**src/design/ilpm_pkg.sv**
```systemverilog
`timescale 1ns / 1ps
`default_nettype none

package ilpm_pkg;

    localparam int TABLE_DEPTH_DEF = 64;

    localparam logic [7:0] V4_BITS = 8'd32;
    localparam logic [7:0] V6_BITS = 8'd128;
    localparam logic [7:0] HALF_BITS = 8'd64;

    typedef logic [1:0] op_t;
    localparam op_t OP_CLEAR  = 2'd0;
    localparam op_t OP_INSERT = 2'd1;
    localparam op_t OP_LOOKUP = 2'd2;

    typedef logic [1:0] stat_t;
    localparam stat_t STAT_DONE    = 2'd0;
    localparam stat_t STAT_FULL    = 2'd1;
    localparam stat_t STAT_BADLEN  = 2'd2;
    localparam stat_t STAT_NOTHOST = 2'd3;

    typedef enum logic [1:0] {
        S_IDLE,
        S_SCAN,
        S_WAIT,
        S_EMIT
    } state_t;

    // one table entry, address already in the 128-bit store layout
    typedef struct packed {
        logic [63:0] hi;
        logic [63:0] lo;
        logic        v6;
        logic [7:0]  len;
    } entry_t;

    // lookup key in store layout
    typedef struct packed {
        logic        v6;
        logic [63:0] hi;
        logic [63:0] lo;
    } query_t;

    // running best candidate of a scan
    typedef struct packed {
        logic       matched;
        logic [7:0] len;
        logic       exact;
    } match_t;

    // result word
    typedef struct packed {
        stat_t      status;
        logic       matched;
        logic [5:0] entry_index;
        logic [7:0] match_len;
        logic       exact;
    } rsp_t;

    // top n bits of a 64-bit word set
    function automatic logic [63:0] top_mask(input logic [7:0] n);
        logic [63:0] ones;
        ones = '1;
        if (n >= HALF_BITS) begin
            top_mask = ones;
        end
        else begin
            top_mask = ~(ones >> n[5:0]);
        end
    endfunction

endpackage

`default_nettype wire

```
**src/design/ilpm_match.sv**
```systemverilog
`timescale 1ns / 1ps
`default_nettype none

module ilpm_match #(
    parameter int IDX_W = 6
) (
    input  wire                   clk,
    input  wire                   rst_n,
    input  wire                   clear,
    input  ilpm_pkg::query_t      query,
    input  wire                   vld,
    input  wire  [IDX_W-1:0]      idx,
    input  ilpm_pkg::entry_t      entry,
    output ilpm_pkg::match_t      best,
    output logic [IDX_W-1:0]      best_idx
);
    import ilpm_pkg::*;

    match_t           best_reg;
    match_t           best_next;
    logic [IDX_W-1:0] best_idx_reg;
    logic [IDX_W-1:0] best_idx_next;

    logic [7:0] lo_len;
    logic [7:0] full_len;
    logic       hit;
    logic       take;

    always_comb
    begin
        lo_len   = (entry.len > HALF_BITS) ? (entry.len - HALF_BITS) : 8'd0;
        full_len = entry.v6 ? V6_BITS : V4_BITS;
        // family must agree and the top len bits must cover the host
        hit = vld && (entry.v6 == query.v6)
            && (((entry.hi ^ query.hi) & top_mask(entry.len)) == 64'd0)
            && (((entry.lo ^ query.lo) & top_mask(lo_len)) == 64'd0);
        // strictly longer wins, so the earliest entry keeps a tie
        take = hit && (!best_reg.matched || (entry.len > best_reg.len));

        best_next     = best_reg;
        best_idx_next = best_idx_reg;
        if (clear)
        begin
            best_next     = '0;
            best_idx_next = '0;
        end
        else if (take)
        begin
            best_next.matched = 1'b1;
            best_next.len     = entry.len;
            best_next.exact   = (entry.len == full_len);
            best_idx_next     = idx;
        end
    end

    always_ff @(posedge clk or negedge rst_n)
    begin
        if (!rst_n)
        begin
            best_reg     <= '0;
            best_idx_reg <= '0;
        end
        else
        begin
            best_reg     <= best_next;
            best_idx_reg <= best_idx_next;
        end
    end

    assign best     = best_reg;
    assign best_idx = best_idx_reg;

endmodule

`default_nettype wire
```
**config.mk**
```make
export PLATFORM = sky130hd
export DESIGN_NAME = ilpm_match
export DESIGN_NICKNAME = d
export VERILOG_FILES = /design/src/design/ilpm_pkg.sv /design/src/design/ilpm_match.sv
export SDC_FILE = /design/constraint.sdc
export NUM_CORES = 1
export LEC_CHECK = 0
export BUFFER_PORTS_ARGS = -buffer_cell sky130_fd_sc_hd__buf_2
export CORE_AREA = 2 2 112 114
export DETAILED_ROUTE_END_ITERATION = 10
export DIE_AREA = 0 0 114 116
export PLACE_DENSITY = 0.79
export SYNTH_ARGS = -nofsm -noshare
export SYNTH_HDL_FRONTEND = slang
export SYNTH_SLANG_ARGS = --single-unit
```
**constraint.sdc**
```tcl
create_clock -name clk -period 2.6 [get_ports clk]
set_input_delay 0.26 -clock clk [delete_from_list [all_inputs] [get_ports clk]]
set_output_delay 0.26 -clock clk [all_outputs]
set_load 0.01 [all_outputs]
```
==> results.md <==
Yosys:
- For this run, the leading register cell type out of synthesis is sky130_fd_sc_hd__dfrtp_1.
- The mapped netlist covers 0.00425 mm².
- Counting flops and latches in the post-synthesis netlist gives 16.
- The synthesized net count is 861.
- The fraction of registers with async set/reset is 100%.
- The post-synthesis cell count is 577.
- In this run, synthesis inferred 0 flip-flops with an integrated enable.
- The fraction of the yosys area taken by sequential cells is 9.41%.
- The count of warnings emitted by yosys is 0.
- The number of different library cells used by synthesis comes to 72.
- The post-synthesis average cell area is 7.37 µm².

Timing:
- The max-slew headroom at the worst pin is 59.7%.
- The number of hold violations in the final report is 0.
- The count of pins over their slew limit is 0.
- Setup slack on the critical path of the routed design comes to -0.390 ns.
- The measured slew at the worst slew-check pin is 0.596 ns.
- Between clock sinks in the finished design, the worst skew comes to 0.00191 ns.
- The setup total negative slack is -4.64 ns.
- Final hold analysis gives a worst-case slack of 0.295 ns.
- After layout, the worst path uses 115% of the clock period.
- Setup repair after global routing could not meet its margin everywhere.
- Timing would allow up to 334 MHz.
- The time the final worst path needs with I/O delays and setup is 2.99 ns.
- The number of failing setup endpoints in the final timing report is 16.

Clock tree:
- The clock tree buffer depth is 2.
- CTS built an H-tree with a depth of 1.
- The later pin in the worst-skew pair is clocked with a latency of 0.25 ns.
- Clock tree synthesis inserted a total of 3 buffers.
- The TritonCTS clock tree is yes.
- The buffer cell driving the clock tree root is sky130_fd_sc_hd__clkbuf_16.
- The clock drives 16 sinks.
- The CTS clock-pin slew for the worst setup and hold paths is 0.05 ns.

Floorplanning:
- The region available for standard cell placement spans 0.0119 mm².
- The height of the die is 116 µm.
- Once the floorplan was initialized, standard cells occupied 35.7% of the core.
- The I/O pin total is 292.
- The standard-cell row count is 40.
- The die covers 0.0132 mm².
- The die is 114 µm wide.

Finish:
- The final-stage net count is 1,328.
- The relative area change from synthesis to final layout is 91.2%.
- The register with the most flip-flops in the layout has 10 of them.
- Cells fill 68.3% of the core in the end.
- The fraction of final layout cells with drive strength greater than 1 is 56.0%.

Worst hold path:
- The number of cells on the worst hold path is 3.
- In this run the worst hold path is classified as in2reg.

Pwr:
- In this run the power density over the cells is 231 mW/mm².
- IR analysis of the VDD net gives a maximum drop of 0.198 mV.
- The analysis attributes to cell leakage a power of 0.00379 µW.
- Power comes to 1880 µW.

Drt:
- For this run, design rule violations remaining after detail routing come to 0.
- The total wire length is 25.0 mm.
- The via count normalized by instance count is 5.83.
- The via count is 6,935.
- The routed length per instance is 21.0 µm.
- The first TritonRoute pass finished after 5 iterations.
- The number of DRC violations after detailed-routing iteration 0 is 830.
- The remaining antenna violation count is 0.

Worst setup path:
- The type of destination of the critical path is a flip-flop.
- The origin of the worst setup path is entry[3].
- Counting stages on the worst path, the most repeated cell is sky130_fd_sc_hd__buf_4.
- The worst-path maximum fanout is 13.
- The critical path goes through buf_8 > buf_4 > buf_4 > nor4_1 > a211oi_1 > o21ai_0 > buf_4 > nand2_1 > nor4_1 > nand4_1 > buf_6 > buf_12 > o41ai_4 > a21oi_2.
- At the worst endpoint, the required time is 2.72 ns.
- Counting both buffers and inverters, the worst setup path holds a total of 6.
- The critical register-to-register path endpoint is best_idx[0].
- The data arrival time of the worst path is 3.11 ns.
- The critical path start-end classification is in2reg.
- For this design, the slowest cell found on the critical path is sky130_fd_sc_hd__nor4_1.
- The cell count along the critical path is 14.
- The category of the worst setup path launch point is an input pin.
- The worst setup path endpoint is best[2].
- The gate family responsible for the most delay along the worst path is compound AO/OA/AOI/OAI gates.
- Measured in cells, the most critical reg-to-reg path has a length of 11.
- The highest cell delay on the worst timing path is 0.50 ns.
- The minimum setup slack among reg-to-reg paths is 0.21 ns.
- In this run the critical register-to-register path is launched from best[2].

Status:
- The run finished, with violations left.
- The final reports fail on setup timing.

GRT:
- The first global-routing pass estimated 35.4 mm of wire.
- The via count of the first global-routing pass is 6,811.
- The overall routing resource usage is 34.3%.
- The remaining global-route overflow is 0.
- Entering global routing, the biggest net connects 24 pins.
- The number of antenna violations at the first check in global routing is 1.
- For met1 alone, demand over resource in global routing was 43.8%.
- The routing layer with the top usage in global route is met2.
- The global routing met3 resource utilization is 2.35%.
- For this run, global-route usage on met2 was measured as 63.3%.

Job:
- Max-cap violations in this run came to 0.

Placed design:
- The weighted congestion at the end of routability-driven global placement is 1.02.
- The wire-length estimate of the detail-placed layout is 19.3 mm.
- The number of input and output port buffers inserted is 291.
-- through the flow --
| step | instance area (µm²) | setup WS (ns) | cells |
|---|---|---|---|
| 3_3_place_gp | 7220 | -0.605 | 1155 |
| 3_5_place_dp | 7220 | -0.691 | 1155 |
| 6_report | 8140 | -0.390 | 1190 |
| 4_1_cts | 7650 | -0.152 | 1168 |
| 2_1_floorplan | 4470 | -0.169 | 577 |
| 5_1_grt | 8130 | -0.455 | 1189 |
-- worst register-to-register path, cell delays in order (launching register included) --
cell                      delay [ns]
sky130_fd_sc_hd__dfrtp_1        0.44
sky130_fd_sc_hd__inv_1          0.08
sky130_fd_sc_hd__ha_1           0.30
sky130_fd_sc_hd__nor2b_1        0.14
sky130_fd_sc_hd__o21a_1         0.16
sky130_fd_sc_hd__o21a_1         0.16
sky130_fd_sc_hd__o21ai_0        0.16
sky130_fd_sc_hd__a21oi_1        0.11
sky130_fd_sc_hd__o21ai_1        0.21
sky130_fd_sc_hd__buf_12         0.23
sky130_fd_sc_hd__o41ai_2        0.11
sky130_fd_sc_hd__a21oi_1        0.20
-- cell usage after synthesis (9+ instances only) --
library cell,number,area [µm²]
sky130_fd_sc_hd__xor2_1,87,762
sky130_fd_sc_hd__a21oi_1,54,270
sky130_fd_sc_hd__xnor2_1,43,377
sky130_fd_sc_hd__o21ai_0,36,180
sky130_fd_sc_hd__nor2_1,32,120
sky130_fd_sc_hd__nand4_1,26,163
sky130_fd_sc_hd__nor4_1,21,131
sky130_fd_sc_hd__o41ai_1,19,166
sky130_fd_sc_hd__clkbuf_1,18,67.6
sky130_fd_sc_hd__nand2_1,17,63.8
sky130_fd_sc_hd__nand3_1,17,85.1
sky130_fd_sc_hd__dfrtp_1,16,400
sky130_fd_sc_hd__inv_1,14,52.6
sky130_fd_sc_hd__buf_2,9,45.0
sky130_fd_sc_hd__o21a_1,9,67.6
sky130_fd_sc_hd__o22ai_1,9,56.3
-- per-layer routing --
metal | routed length [µm] | up-vias | part of all wire (%)
met4 | 776 | 0 | 3.1
met5 | 0 | - | 0
met1 | 9460 | 3251 | 38
met3 | 2350 | 68 | 9.4
met2 | 12400 | 477 | 50
li1 | - | 3139 | -
-- what timing repair did --
action / CTS / global route
endpoints found under the setup margin: 16 / 16
gates cloned: 1 / 1
setup buffers: 8 / 21
endpoints found under the hold margin: 16 / 0
pin swaps: 14 / 39
hold buffers: 1 / 0
resized for setup: 52 / 58
-- cell usage in the layout, fill, tap and decap left out, types with 4 or more instances in the layout --
cell                        instances
sky130_fd_sc_hd__buf_6             17
sky130_fd_sc_hd__o211ai_1           4
sky130_fd_sc_hd__nor4_2             4
sky130_fd_sc_hd__o22ai_1            8
sky130_fd_sc_hd__or3_1              5
sky130_fd_sc_hd__clkbuf_16          5
sky130_fd_sc_hd__and3_1             5
sky130_fd_sc_hd__o21a_1             9
sky130_fd_sc_hd__a22oi_1            4
sky130_fd_sc_hd__o41ai_1            4
sky130_fd_sc_hd__a31oi_1            5
sky130_fd_sc_hd__or4_1              4
sky130_fd_sc_hd__buf_12            10
sky130_fd_sc_hd__inv_1             14
sky130_fd_sc_hd__xor2_1            87
sky130_fd_sc_hd__o41ai_2            5
sky130_fd_sc_hd__nor2b_1            4
sky130_fd_sc_hd__o41ai_4           10
sky130_fd_sc_hd__o21ai_0           30
sky130_fd_sc_hd__a21oi_2           12
sky130_fd_sc_hd__buf_2            286
sky130_fd_sc_hd__nor4_1            15
sky130_fd_sc_hd__nor2_1            29
sky130_fd_sc_hd__nor4_4             5
sky130_fd_sc_hd__a21o_1             7
sky130_fd_sc_hd__nand4_1           26
sky130_fd_sc_hd__or4_4              6
sky130_fd_sc_hd__nor3_1             8
sky130_fd_sc_hd__nand3_1           14
sky130_fd_sc_hd__o21ai_1            6
sky130_fd_sc_hd__nand2_1           15
sky130_fd_sc_hd__dfrtp_1           16
sky130_fd_sc_hd__ha_1               8
sky130_fd_sc_hd__nand2b_1           4
sky130_fd_sc_hd__xnor2_1           43
sky130_fd_sc_hd__a21oi_1           41
sky130_fd_sc_hd__a211oi_1           4
sky130_fd_sc_hd__buf_4            184
-- power by group --
part	internal [µW]	leakage (µW)	switching (µW)	total (µW)
clock network	203	0.0000370	109	312
logic	651	0.00353	665	1320
registers	249	0.000224	0	249
-- worst min path at each step --
stage          slack [ns]  startpoint     endpoint
5_1_grt              0.30      idx[5]  best_idx[5]
3_3_place_gp         0.19       rst_n  best_idx[4]
4_1_cts              0.28      idx[2]  best_idx[2]
6_report             0.30      idx[4]  best_idx[4]
3_5_place_dp         0.19       rst_n  best_idx[4]
2_1_floorplan       -0.04       rst_n      best[0]
-- logic make-up (layout without fill, tap and decap cells) --
group                    Yosys count  count (layout)  synth area share (%)
AO/OA/AOI/OAI                    195             195                  30.4
multiplexers                       1               1                 0.235
AND/OR/NAND/NOR                  172             172                  24.3
XOR/XNOR                         130             130                  26.8
adder cells (fa/ha/maj)            9               9                  2.59
flip-flops                        16              16                  9.41
other                              0               1                     0
buffers and inverters             54             519                  6.35
-- area by class of cell --
cell class	count	area, µm²
Fill cell	1028	3780
Inverter	14	52.6
Clock buffer	3	75.1
Timing Repair Buffer	502	3290
Sequential cell	16	400
Antenna cell	1	2.50
Multi-Input combinational cell	507	4130
Tap cell	147	184
Note: power is estimated with default switching activity, not from simulation.
